--- config.mk ---
export PLATFORM = sky130hd
export DESIGN_NAME = ghm_fifo
export DESIGN_NICKNAME = d
export VERILOG_FILES = /design/src/rtl/ghm_fifo.sv
export SDC_FILE = /design/constraint.sdc
export NUM_CORES = 1
export LEC_CHECK = 0
export ABC_CLOCK_PERIOD_IN_PS = 5600
export BUFFER_PORTS_ARGS = -buffer_cell sky130_fd_sc_hd__buf_2
export CAP_MARGIN = 20
export CORE_MARGIN = 2
export CORE_UTILIZATION = 60
export CTS_BUF_LIST = sky130_fd_sc_hd__clkbuf_8
export CTS_CLUSTER_SIZE = 30
export DETAILED_ROUTE_END_ITERATION = 12
export PLACE_DENSITY = 0.83
export SLEW_MARGIN = 20
export SYNTH_ARGS = -nofsm -noshare
export SYNTH_HDL_FRONTEND = slang
export SYNTH_SLANG_ARGS = --single-unit
--- constraint.sdc ---
create_clock -name clk_i -period 5.6 [get_ports clk_i]
set_input_delay 0.56 -clock clk_i [delete_from_list [all_inputs] [get_ports clk_i]]
set_output_delay 0.56 -clock clk_i [all_outputs]
set_load 0.05 [all_outputs]
--- src/rtl/ghm_fifo.sv ---
// ----------------------------------------------------------------------------
// ghm_fifo - small synchronous FIFO
// Flop storage, head read, occupancy count for credit-based flow control.
// ----------------------------------------------------------------------------
module ghm_fifo #(
  parameter int WIDTH = 8,
  parameter int DEPTH = 4,
  localparam int PW = $clog2(DEPTH),
  localparam int CW = $clog2(DEPTH + 1)
) (
  input  logic             clk_i,
  input  logic             rst_ni,
  input  logic             push_i,
  input  logic [WIDTH-1:0] wdata_i,
  input  logic             pop_i,
  output logic [WIDTH-1:0] rdata_o,
  output logic             empty_o,
  output logic [CW-1:0]    count_o
);

  logic [WIDTH-1:0] mem_q [DEPTH];
  logic [PW-1:0]    wptr_q, wptr_d;
  logic [PW-1:0]    rptr_q, rptr_d;
  logic [CW-1:0]    count_q, count_d;
  logic             do_pop;

  assign empty_o = (count_q == '0);
  assign do_pop  = pop_i && !empty_o;

  // Pointer and count update
  always_comb begin
    wptr_d  = wptr_q;
    rptr_d  = rptr_q;
    if (push_i) begin
      wptr_d = (wptr_q == PW'(DEPTH - 1)) ? '0 : wptr_q + 1'b1;
    end
    if (do_pop) begin
      rptr_d = (rptr_q == PW'(DEPTH - 1)) ? '0 : rptr_q + 1'b1;
    end
    count_d = count_q + CW'(push_i) - CW'(do_pop);
  end

  always_ff @(posedge clk_i or negedge rst_ni) begin
    if (!rst_ni) begin
      wptr_q  <= '0;
      rptr_q  <= '0;
      count_q <= '0;
    end else begin
      wptr_q  <= wptr_d;
      rptr_q  <= rptr_d;
      count_q <= count_d;
    end
  end

  // Storage
  always_ff @(posedge clk_i) begin
    if (push_i) begin
      mem_q[wptr_q] <= wdata_i;
    end
  end

  assign rdata_o = mem_q[rptr_q];
  assign count_o = count_q;

endmodule

== After elaboration in Yosys (flattened, before gate mapping) ==
Memories as Yosys holds them, arrays and structs flattened.
Index checks and enable logic that the tools add are counted.
Word-level totals
  register bits after elaboration: 7
  memory bits (writable): 32
  bits of input ports: 12
  output and inout bits: 12
  logic and storage cells: 17
  memories kept: 1
Memories
  mem_q: words 4, width 8, read ports 1, clocked after Yosys merged registers in 0, wr ports 1, RTL line 21  | logic [WIDTH-1:0] mem_q [DEPTH];
Cells by class
  $add $sub $neg: 4
  equal/unequal tests: 2
  multiplexer cells: 4
  reductions and logical operators: 3
Operator list (count)
  2-bit by 1-bit adder with 2-bit output, second input constant: 2
  2-bit == test, second input constant: 2
  2-bit two-way mux: 2
  3-bit by 1-bit adder with 3-bit output: 1
  3-bit logical NOT: 1
  3-bit by 1-bit subtractor with 3-bit output: 1
  1-bit two-way mux: 2
  1-bit logical AND: 1
  1-bit logical NOT: 1

== Longest topological paths before layout ==
  depth in word-level cells: 4
  gate-level depth with buffers: 9
  depth with buffers taken out: 9

== Least setup slack after synthesis ==
No wires, ideal clock.
  path kind: register to output
  from: register count_q[1] (netlist: count_o[1])
  to: output port empty_o
  data arrival time: 1805 ps
  required time: 5040 ps
  path slack: 3235 ps
  stages on the path, launching flop included: 2
  path buffers: 0
  path through: dfrtp_1 nor3_1
Between the ends
  cells in the longest elaborated chain, start to end: 1
RTL lines
  from (decl): RTL line 24  | logic [CW-1:0] count_q, count_d;
  from (signal assigned): RTL line 51  | count_q <= count_d;
  3-bit logical NOT: RTL line 27  | assign empty_o = (count_q == '0);
  to (decl): RTL line 17  | output logic empty_o,
No other way between the ends.

== Worst setup path in the final report ==
  from: register rptr_q[0]
  to: output port rdata_o[7]
Between the ends
  cells in the longest elaborated chain, start to end: 1
RTL lines
  from (decl): RTL line 23  | logic [PW-1:0] rptr_q, rptr_d;
  from (signal assigned): RTL line 50  | rptr_q <= rptr_d;
  memory 4 x 8 bit
  to (decl): RTL line 16  | output logic [WIDTH-1:0] rdata_o,
No other way between the ends.

==> results.cfg <==
[synth]
synth_area_mm2 = 0.00158
avgSynthCellArea_um2 = 20.1
synth_nets = 99
synthCells = 79
synth-warning-count = 0
yosysSeqAreaShare = 0.717
synth.distinct_cells = 17
synth_seq_cells = 39

[clocking]
postCtsSetupRepairBufs = 0
cts_hold_buf = 0
clkTransAtPathRegs_ns = 0.07
clock-sinks = 39
htreeDepth = 2
ctsResizeCount = 0
cts.path.max_buffers = 2
cts_buffers = 5
cts_tree = yes
clock_latency_ns = 0.28
cts-root-buf = clkbuf_8

[finish]
diodes = 0
final_common_cell = edfxtp_1
drive_above_1_share = 0.370
final_nets = 127
mostFrequentLayoutCells = 32 x edfxtp_1, 23 x buf_2, 8 x mux4_2
area_growth_pct = 13.9
final_util = 0.722
finalNonFillerCells = 138

[setup_path]
cp.required_ns = 5.04
path_max_fanout = 11
criticalPathCategory = reg2out
worstPathArrival_ns = 1.81
critPathLaunchType = register
end_kind = output pin

[routing]
route.detailed.drc = 0
wl_per_cell_um = 16.8
routed_wl_mm = 2.32
ant_nets = 0
vias = 755
vias_per_cell = 5.47
firstDrtPassIters = 4
drt_iter0_markers = 16

[grt]
grt_pass1_vias = 800
grt_pass1_wl_mm = 3.73
gr-total-overflow = 0
antenna_found_initial = 0
grt_max_degree = 13
grtUsageTotal = 0.169

[place]
post-place-cells = 130
dp_hpwl_mm = 1.66
numPortBuffers = 23
gp_congestion = 0.632

[min_path]
hp-class = in2async

[sta]
final_hold_viol_count = 0
rsz0062_at_grt = no
tns_ns = 0
fin_crit_sh = 0.423
report.final.slew_viol_count = 0
slew_headroom = 0.613
fin_crit_ns = 2.37
worst_slew_pin_slew_ns = 0.580
skew_ns = 0.00925
max_freq_ghz = 0.422
finalSetupViolations = 0

[die]
ios = 24
die-area_mm2 = 0.00307
fp.dieW_um = 55.4
die_y_um = 55.4
core_area_mm2 = 0.00250
start_util = 0.634
rows = 18

[pwr]
p_leak_uw = 0.000692
peakVddDrop_uv = 531
powerDensity_mw_per_mm2 = 582

[job]
maxCapViolations = 0

[status]
status = completed
-- power by group --
part	internal (uW)	switching, uW	leakage, uW
Combinational	146	277	0.000276
Sequential	383	68.0	0.000377
Clock	84.4	91.4	0.0000392
-- final cells by class --
type | count | area, um^2
Sequential cell | 39 | 1140
Fill cell | 150 | 696
Multi-Input combinational cell | 31 | 405
Timing Repair Buffer | 23 | 115
Clock buffer | 5 | 68.8
Tap cell | 30 | 37.5
Inverter | 7 | 26.3
Clock inverter | 3 | 15.0
-- worst max-delay path: stages, from the launching register on --
cell,delay [ns]
dfrtp_1,0.71
mux4_2,0.59
buf_2,0.23
-- flip-flops by register name (all words and copies together), names as in the netlist --
register / count
count_o: 3
mem_q: 32
rptr_q: 2
wptr_q: 2
-- through the flow --
step | power [uW] | worst slack [ns] | hold slack (ns) | cell area (um^2)
finish | 1050 | 3.23 | 0.102 | 1800
global route | 1110 | 3.11 | 0.0925 | 1800
CTS | 1060 | 3.18 | 0.102 | 1800
detailed placement | 890 | 3.41 | 0.404 | 1720
global placement | 870 | 3.50 | 0.399 | 1720
floorplan | 802 | 3.24 | 0.264 | 1580
-- metal layers --
| layer | share of wire | up-vias | global-route usage |
|---|---|---|---|
| met3 | 0.052 | 4 | 0.0749 |
| met4 | 0.0095 | 0 | 0.0627 |
| met2 | 0.53 | 17 | 0.276 |
| li1 | - | 354 | - |
| met5 | 0 | - | 0 |
| met1 | 0.41 | 380 | 0.200 |
-- Yosys cell counts --
cell type | number | area share
and2_1 | 4 | 0.016
buf_6 | 1 | 0.0071
clkbuf_2 | 1 | 0.0032
dfrtp_1 | 7 | 0.11
edfxtp_1 | 32 | 0.61
fa_1 | 1 | 0.013
ha_1 | 7 | 0.055
inv_1 | 7 | 0.017
mux2_2 | 2 | 0.014
mux4_2 | 8 | 0.11
nand2_1 | 1 | 0.0024
nor2_1 | 1 | 0.0024
nor3_1 | 1 | 0.0032
o21ai_0 | 2 | 0.0063
o31ai_4 | 1 | 0.013
or3b_1 | 1 | 0.0055
xnor2_1 | 2 | 0.011
-- logic make-up after synthesis --
logic type,count (synthesis),synth area share
simple gates,8,0.0292
mux,10,0.128
flops,39,0.717
fa+ha+maj,8,0.0679
xor+xnor,2,0.0111
compound gates,3,0.0197
buf+inv,9,0.0269
-- final timing paths --
check | from | end | slack (ns) | depth (start not counted)
min | rst_ni | rptr_q[1] | 0.10 | 1
max reg2reg | count_o[1] | count_o[2] | 3.44 | 9
max | rptr_q[0] | rdata_o[7] | 3.23 | 2
min reg2reg | wptr_q[1] | wptr_q[1] | 0.62 | 2
min in group clk_i | wdata_i[3] | mem_q[1][3] | 0.49 | 1
max in group asynchronous | rst_ni | wptr_q[1] | 5.33 | 1
No activity file was read; power rests on OpenSTA's default activity.
