**src/rtl/ghm_pkg.sv**
```systemverilog
// ----------------------------------------------------------------------------
// ghm_pkg - shared types and constants for the gray horizontal mirror
// Pixel request and result formats, luma coefficients, queue sizes.
// ----------------------------------------------------------------------------
package ghm_pkg;

  // Input request kind
  typedef enum logic {
    FUNC_PIXEL = 1'b0,
    FUNC_DRAIN = 1'b1
  } func_e;

  // Input request: one RGB pixel or a drain tick
  typedef struct packed {
    func_e      func;
    logic [7:0] red;
    logic [7:0] green;
    logic [7:0] blue;
  } pixel_in_t;

  // Result: mirrored gray pixel
  typedef struct packed {
    logic [7:0] gray;
    logic       row_end;
  } gray_out_t;

  // Control bits of one row store operation
  typedef struct packed {
    logic rd_en;
    logic wr_en;
    logic row_end;
  } op_ctl_t;

  // Configuration register
  localparam int         CFG_W       = 11;
  localparam logic [10:0] WIDTH_RESET = 11'd1024;

  // BT.601 luma weights in 0.16 unsigned, summing to 65536
  localparam int          PROD_W = 24;
  localparam logic [15:0] COEF_R = 16'd19595;
  localparam logic [15:0] COEF_G = 16'd38470;
  localparam logic [15:0] COEF_B = 16'd7471;
  localparam int          GRAY_W = 8;

  // Operation queue and result queue sizes
  localparam int OP_DEPTH   = 4;
  localparam int OP_CNT_W   = 3;
  localparam int OUT_DEPTH  = 4;
  localparam int OUT_CNT_W  = 3;

endpackage

```
**src/rtl/ghm_front.sv**
```systemverilog
// ----------------------------------------------------------------------------
// ghm_front - request intake and row bookkeeping
// Tracks write/read columns and ping-pong half, computes luma, and issues
// one row store operation per request that touches the store.
// ----------------------------------------------------------------------------
module ghm_front #(
  parameter int MAX_ROW_WIDTH = 1024,
  localparam int CW = (MAX_ROW_WIDTH > 1) ? $clog2(MAX_ROW_WIDTH) : 1,
  localparam int AW = CW + 1
) (
  input  logic                           clk_i,
  input  logic                           rst_ni,
  input  logic                           push_i,
  output logic                           full_o,
  input  ghm_pkg::pixel_in_t             pixel_i,
  input  logic [ghm_pkg::CFG_W-1:0]      width_i,
  input  logic [ghm_pkg::OP_CNT_W-1:0]   op_count_i,
  output logic                           op_push_o,
  output ghm_pkg::op_ctl_t               op_ctl_o,
  output logic [AW-1:0]                  op_rd_addr_o,
  output logic [AW-1:0]                  op_wr_addr_o,
  output logic [ghm_pkg::GRAY_W-1:0]     op_wr_data_o
);

  localparam int WW = CW + 1;
  localparam int PW = ghm_pkg::PROD_W;

  logic [CW-1:0]     wcol_q, wcol_d;
  logic [CW-1:0]     rcol_q, rcol_d;
  logic              half_q, half_d;
  logic              pend_q, pend_d;
  logic [WW-1:0]     used_width;
  logic              row_done;
  logic              accept;
  ghm_pkg::op_ctl_t  ctl_d;

  logic              s1_valid_q;
  ghm_pkg::op_ctl_t  s1_ctl_q;
  logic [AW-1:0]     s1_rd_addr_q;
  logic [AW-1:0]     s1_wr_addr_q;
  logic [PW-1:0]     prod_r_q, prod_g_q, prod_b_q;
  logic [PW-1:0]     luma_sum;

  // Width in use: zero acts as one, clamp to the store size
  always_comb begin
    if (width_i == '0) begin
      used_width = WW'(1);
    end else if (32'(width_i) > MAX_ROW_WIDTH) begin
      used_width = WW'(MAX_ROW_WIDTH);
    end else begin
      used_width = WW'(width_i);
    end
  end

  // Credit check: the stage-1 op and this one must fit in the op queue
  assign full_o   = (32'(op_count_i) + 32'(s1_valid_q)) >= ghm_pkg::OP_DEPTH;
  assign accept   = push_i && !full_o;
  assign row_done = ({1'b0, wcol_q} + WW'(1)) >= used_width;

  // Column, half and pending bookkeeping
  always_comb begin
    wcol_d = wcol_q;
    rcol_d = rcol_q;
    half_d = half_q;
    pend_d = pend_q;
    ctl_d  = '0;
    if (accept) begin
      // readout of the previous row, right to left
      if (pend_q) begin
        ctl_d.rd_en   = 1'b1;
        ctl_d.row_end = (rcol_q == '0);
        if (rcol_q == '0) begin
          pend_d = 1'b0;
        end else begin
          rcol_d = rcol_q - 1'b1;
        end
      end
      // write of the new pixel; a finished row swaps halves
      if (pixel_i.func == ghm_pkg::FUNC_PIXEL) begin
        ctl_d.wr_en = 1'b1;
        if (row_done) begin
          half_d = ~half_q;
          wcol_d = '0;
          pend_d = 1'b1;
          rcol_d = CW'(used_width - WW'(1));
        end else begin
          wcol_d = wcol_q + 1'b1;
        end
      end
    end
  end

  always_ff @(posedge clk_i or negedge rst_ni) begin
    if (!rst_ni) begin
      wcol_q     <= '0;
      rcol_q     <= '0;
      half_q     <= 1'b0;
      pend_q     <= 1'b0;
      s1_valid_q <= 1'b0;
    end else begin
      wcol_q     <= wcol_d;
      rcol_q     <= rcol_d;
      half_q     <= half_d;
      pend_q     <= pend_d;
      s1_valid_q <= ctl_d.rd_en | ctl_d.wr_en;
    end
  end

  // Stage 1: op fields and luma products
  always_ff @(posedge clk_i) begin
    if (accept) begin
      s1_ctl_q     <= ctl_d;
      s1_rd_addr_q <= {~half_q, rcol_q};
      s1_wr_addr_q <= {half_q, wcol_q};
      prod_r_q     <= PW'(ghm_pkg::COEF_R) * PW'(pixel_i.red);
      prod_g_q     <= PW'(ghm_pkg::COEF_G) * PW'(pixel_i.green);
      prod_b_q     <= PW'(ghm_pkg::COEF_B) * PW'(pixel_i.blue);
    end
  end

  // Weights sum to 1.0, so the sum never exceeds 255 in the integer part
  assign luma_sum = prod_r_q + prod_g_q + prod_b_q;

  assign op_push_o    = s1_valid_q;
  assign op_ctl_o     = s1_ctl_q;
  assign op_rd_addr_o = s1_rd_addr_q;
  assign op_wr_addr_o = s1_wr_addr_q;
  assign op_wr_data_o = luma_sum[PW-1 -: ghm_pkg::GRAY_W];

`ifndef SYNTH
  // Op queue never overflows on a stage-1 push
  a_op_no_overflow: assert property (@(posedge clk_i) disable iff (!rst_ni)
    s1_valid_q |-> (32'(op_count_i) < ghm_pkg::OP_DEPTH))
    else $error("op queue overflow");

  // Columns stay inside one store half
  a_col_range: assert property (@(posedge clk_i) disable iff (!rst_ni)
    (32'(wcol_q) < MAX_ROW_WIDTH) && (32'(rcol_q) < MAX_ROW_WIDTH))
    else $error("column out of range");

  // A finished row starts a readout from the other half
  a_row_swap: assert property (@(posedge clk_i) disable iff (!rst_ni)
    (accept && (pixel_i.func == ghm_pkg::FUNC_PIXEL) && row_done)
      |=> (pend_q && (wcol_q == '0) && (half_q != $past(half_q))))
    else $error("row completion not taken");
`endif

endmodule

```
**config.mk**
```make
export PLATFORM = sky130hd
export DESIGN_NAME = ghm_front
export DESIGN_NICKNAME = d
export VERILOG_FILES = /design/src/rtl/ghm_pkg.sv /design/src/rtl/ghm_front.sv
export SDC_FILE = /design/constraint.sdc
export NUM_CORES = 1
export LEC_CHECK = 0
export ABC_AREA = 1
export CAP_MARGIN = 20
export CORE_ASPECT_RATIO = 0.8
export CORE_MARGIN = 10
export CORE_UTILIZATION = 66
export CTS_BUF_LIST = sky130_fd_sc_hd__clkbuf_8 sky130_fd_sc_hd__clkbuf_16
export CTS_CLUSTER_SIZE = 40
export DETAILED_ROUTE_END_ITERATION = 10
export DONT_BUFFER_PORTS = 1
export HOLD_SLACK_MARGIN = 0.08
export PLACE_DENSITY_LB_ADDON = 0.2
export SYNTH_ARGS = -nofsm -noshare
export SYNTH_HDL_FRONTEND = slang
export SYNTH_SLANG_ARGS = --single-unit
```
**constraint.sdc**
```tcl
create_clock -name clk_i -period 5.9 [get_ports clk_i]
set_input_delay 1.475 -clock clk_i [delete_from_list [all_inputs] [get_ports clk_i]]
set_output_delay 1.475 -clock clk_i [all_outputs]
set_load 0.01 [all_outputs]
```
Yosys cells after proc, flatten, opt, wreduce, memory -nomap -nowiden --
Index checks and enable logic that the tools add are counted.
Storage, ports and cells: register bits 115, output and inout port bits 35, logic and storage cells 51
Cells by class: add/subtract/negate cells 7, multipliers 3, $lt $le $gt $ge 3, multiplexer cells 15, bitwise operators 3, reductions and logical operators 7
Operator list (count):
- 10-bit two-way mux | 5
- 15-bit by 8-bit multiplier with 23-bit output (first input constant) | 2
- 23-bit by 24-bit adder with 24-bit output | 1
- 24-bit by 21-bit adder with 24-bit output | 1
- 11-bit two-way mux | 2
- 13-bit by 8-bit multiplier with 21-bit output (first input constant) | 1
- 10-bit by 1-bit subtractor with 10-bit output (second input constant) | 2
- 10-bit by 1-bit adder with 11-bit output (second input constant) | 1
- 11-bit greater-or-equal comparator | 1
- 11-bit > comparator (second input constant) | 1
- 11-bit logical NOT | 1
- 10-bit by 1-bit adder with 10-bit output (second input constant) | 1
- 10-bit logical NOT | 1
- 1-bit two-way mux | 7
- 3-bit by 1-bit adder with 4-bit output | 1
- 4-bit by 3-bit greater-or-equal comparator with 1-bit output (second input constant) | 1
- 2-bit AND reduction | 2
- 3-bit two-way mux | 1
- 3-bit AND reduction | 1
- 1-bit NOT | 2
- 1-bit logical AND | 1
- 1-bit logical NOT | 1
- 1-bit OR | 1

Logic depth before layout (Yosys ltp) --
depth after elaboration 6, gate-level depth with buffers 17

Worst setup path after synthesis --
OpenSTA, ideal clock, no wires.
path type input to register, start in op_count_i[0] (netlist name), end reg rcol_q[0], arrival time 5113 ps, required time 5767 ps, path slack 655 ps, cell stages on the path 6, buffers on the path 1, path through nand3_1 nand3_1 inv_1 clkbuf_1 o21ai_0 o22ai_1
Between the ends: cells in the longest elaborated chain, start to end 4
Ends and longest elaborated chain:
- from (decl) | RTL line ghm_front.sv:17 | input logic [ghm_pkg::OP_CNT_W-1:0] op_count_i,
- 3-bit by 1-bit adder with 4-bit output | RTL line ghm_front.sv:56 | assign full_o = (32'(op_count_i) + 32'(s1_valid_q)) >= ghm_pkg::OP_DEPTH;
- 4-bit by 3-bit greater-or-equal comparator with 1-bit output | RTL line ghm_front.sv:56
- 1-bit logical NOT | RTL line ghm_front.sv:57 | assign accept = push_i && !full_o;
- 1-bit logical AND | RTL line ghm_front.sv:57
- named net accept | RTL line ghm_front.sv:34 | logic accept;
- to (signal assigned) | RTL line ghm_front.sv:102 | rcol_q <= rcol_d;
- to (decl) | RTL line ghm_front.sv:29 | logic [CW-1:0] rcol_q, rcol_d;
The timed path passes the listed nets, and every way through them passes these cells. A chain may end at the register's enable or synchronous reset.

Worst setup path in the final report --
start in pixel_i[5] (netlist name), end reg prod_b_q[18], data pin
Between the ends: cells in the longest elaborated chain, start to end 1
Ends and longest elaborated chain:
- from (decl) | RTL line ghm_front.sv:15 | input ghm_pkg::pixel_in_t pixel_i,
- 13-bit by 8-bit multiplier with 21-bit output | RTL line ghm_front.sv:117 | prod_b_q <= PW'(ghm_pkg::COEF_B) * PW'(pixel_i.blue);
- to (signal assigned) | RTL line ghm_front.sv:117
- to (decl) | RTL line ghm_front.sv:41 | logic [PW-1:0] prod_r_q, prod_g_q, prod_b_q;
Every way passes these cells.

==> qor.yml <==
run_status:
  status: "complete, no violations"
floorplan:
  die_w_um: 171
  core_area_um2: 18100
  std_cell_rows: 44
  initial_core_util_pct: 66.7
  ios: 77
  die-area_um2: 24100
  die_h_um: 141
finish:
  fin_util_pct: 71.6
  stdcell_count: 1576
  fin_area_um2: 12900
  synthToLayoutAreaGrowth_pct: 7.40
  nets: 1673
  final_layout_size_suffix_gt1_share_pct: 4.16
  fillers: 1378
  antenna_cells: 0
synthesis:
  synth_cell_type_count: 45
  synthTopCellsByArea: "edfxtp_1 23%, ha_1 22%, fa_1 14%"
  avgSynthCellArea_um2: 9.15
  ys_seq_area_share_pct: 27.7
  synthCells: 1316
  yosysTopAreaCellShare_pct: 22.9
  dominantRegCellSynth: "edfxtp_1"
  synth_top_area_cell: "edfxtp_1"
  synth_enable_flop_cells: 92
  synth_fp_nets: 1656
  ys_ff_latch: 115
  async_flop_share_pct: 20.0
  ys_warn_count: 0
  synth_area_um2: 12000
worst_setup_path:
  cpMostUsedCell: "fa_1"
  worstSetupStartpoint: "pixel_i[5]"
  startpoint_type: "input port"
  required_ps: 6060
  critPathKind: "in -> reg"
  worst-path-stages: 14
  r2r_slack_ps: 2750
  endpoint_kind: "register"
  cp_cell_sequence: "fa_1 > fa_1 > fa_1 > inv_1 > fa_1 > inv_1 > ha_1 > nand2_1 > inv_1 > a21oi_1 > o21ai_0 > nand3_1 > nand2_1 > xor2_1"
  r2r_cells: 15
  slowest_stage: "fa_1"
  critPathMaxFanout: 6
  cp_data_arrival_time_ps: 4980
  critPathTopFamily: "adder cells"
  crit_buf_inv: 3
  slowest_delay_ps: 550
  timing.rr.start: "wcol_q[0]$_DFFE_PN0P_"
timing:
  finalSetupViolCount: 0
  slew_violations: 0
  setup_tns_ps: 0
  min_period_ps: 4810
  period_share_pct: 81.6
  tightestPinTransition_ps: 788
  rsz0062_at_grt: "false"
  max-slew-margin-rel_pct: 47.5
  fmax_mhz: 208
  hold_violations: 0
  clock_skew_ps: 13.9
cts:
  cts_tree: "built"
  ctsLongestPathBuffers: 2
  numCtsBuffers: 17
  clk_pin_slew_ps: 60
  clkLatencyLatePin_ps: 430
  cts_setup_buffers: 0
  h-tree-depth: 4
  cts_root_buf: "clkbuf_16"
  cts.repair.resized: 0
  cts.sinks: 115
  holdBufCountCts: 0
drt:
  ant_nets: 0
  viasPerCell: 5.81
  first_pass_iters: 6
  route.detailed.drc: 0
  wl_per_cell_um: 17.6
  drt_iter0_drc: 814
  dr_total_vias: 9164
  drt-total-wl_mm: 27.8
grt:
  antenna_found_initial: 0
  grt_max_degree: 66
  grt_overflow_total: 0
  grt_pass1_vias: 9003
  grt_use_total_pct: 23.8
  grt_pass1_wl_mm: 45.4
power:
  ir_drop_mv: 0.272
  p_per_area_nw_per_um2: 450
  leakagePower_nw: 6.33
worst_hold_path:
  min_path_cells: 0
  min_from: "half_q$_DFFE_PN0P_"
  hold_class: "reg -> reg"
flow_run:
  cap_violations: 0
placement:
  gp_congestion: 0.971
  port_buffers: 0
  post-place-cells: 1544
  post_dp_cell_area_um2: 12300
  hpwl_mm: 22.7
[sequential cells by signal, summed over array words and instances, names as in the netlist]
register and count:
half_q 1, op_ctl_o 3, op_push_o 1, op_rd_addr_o 11
op_wr_addr_o 11, pend_q 1, prod_b_q 21, prod_g_q 23
prod_r_q 23, rcol_q 10, wcol_q 10
[cells in the mapped netlist, types with 3 or more instances]
cell type	number
nand2_2	5
xnor2_1	17
o21bai_1	6
nor4_1	6
a21oi_1	83
nand4_1	19
a31oi_1	6
xor2_1	53
edfxtp_1	92
o31ai_1	4
nor2_1	85
nand3_1	78
dfrtp_1	23
nor3_1	15
clkbuf_1	3
ha_1	216
inv_1	203
o41ai_1	3
o211ai_1	4
o21a_1	6
fa_1	82
nand2_1	205
a21o_1	7
nor2_2	3
o21ai_0	57
o21ai_1	7
inv_2	5
[power by group]
| part | internal, W | switching [W] | leakage, nW |
|---|---|---|---|
| logic | 0.00124 | 0.00214 | 4.89 |
| registers | 0.00120 | 0.000177 | 1.15 |
| clock network | 0.000665 | 0.000399 | 0.284 |
[logic make-up after synthesis]
logic type / Yosys count / share of synthesized area, %
xor gates and xnor gates: 70 / 5.09
buffers and inverters: 215 / 6.80
adders and majority gates: 298 / 36.1
DFF: 115 / 27.7
and+or+nand+nor: 424 / 15.2
AOI/OAI and AO/OA: 194 / 9.14
[layer usage]
metal	GRT usage [%]	vias up	part of all wire, %
met5	0	-	0
met4	8.09	0	2.4
met3	4.77	55	6.8
met2	36.3	313	45
met1	32.9	4304	46
li1	-	4492	-
[cells in the final DEF, fill, tap and decap left out, types with 4 or more instances in the layout]
cell	synthesis	layout
a21o_1	7	7
a21oi_1	83	83
a31oi_1	6	6
buf_4	0	4
clkbuf_16	0	17
clkinvlp_4	0	4
dfrtp_1	23	23
edfxtp_1	92	92
fa_1	82	82
ha_1	216	216
inv_1	203	202
inv_2	5	5
inv_6	0	4
nand2_1	205	205
nand2_2	5	5
nand3_1	78	78
nand4_1	19	19
nor2_1	85	85
nor3_1	15	15
nor4_1	6	6
o211ai_1	4	4
o21a_1	6	6
o21ai_0	57	57
o21ai_1	7	7
o21bai_1	6	6
o31ai_1	4	4
xnor2_1	17	17
xor2_1	53	53
[through the flow]
stage                     worst slack (ps)  power [W]  hold WS (ps)
after floorplan                        655    0.00387           425
after global placement                 734    0.00463           429
after detailed placement               654    0.00468           434
after CTS                             1090    0.00580           448
after global routing                   821    0.00634           452
final                                 1090    0.00582           447
[area by class of cell]
type	instances	area [um^2]	area share (%)
multi-input combinational	986	7890	61.0
sequential	115	3340	25.8
inverter	209	790	6.10
clock buffer	17	425	3.29
tap	230	288	2.22
clock inverter	15	178	1.37
timing repair buffer	4	30.0	0.232
[final timing paths]
| path | to |
|---|---|
| setup / recovery | prod_b_q[18]$_DFFE_PP_ |
| min in group asynchronous | wcol_q[9]$_DFFE_PN0P_ |
| hold / removal | op_wr_addr_o[10]$_DFFE_PP_ |
| max in group asynchronous | pend_q$_DFFE_PN0P_ |
| setup reg to reg | rcol_q[4]$_DFFE_PN0P_ |
| hold reg to reg | op_wr_addr_o[10]$_DFFE_PP_ |
Note: power is estimated with default switching activity, not from simulation.
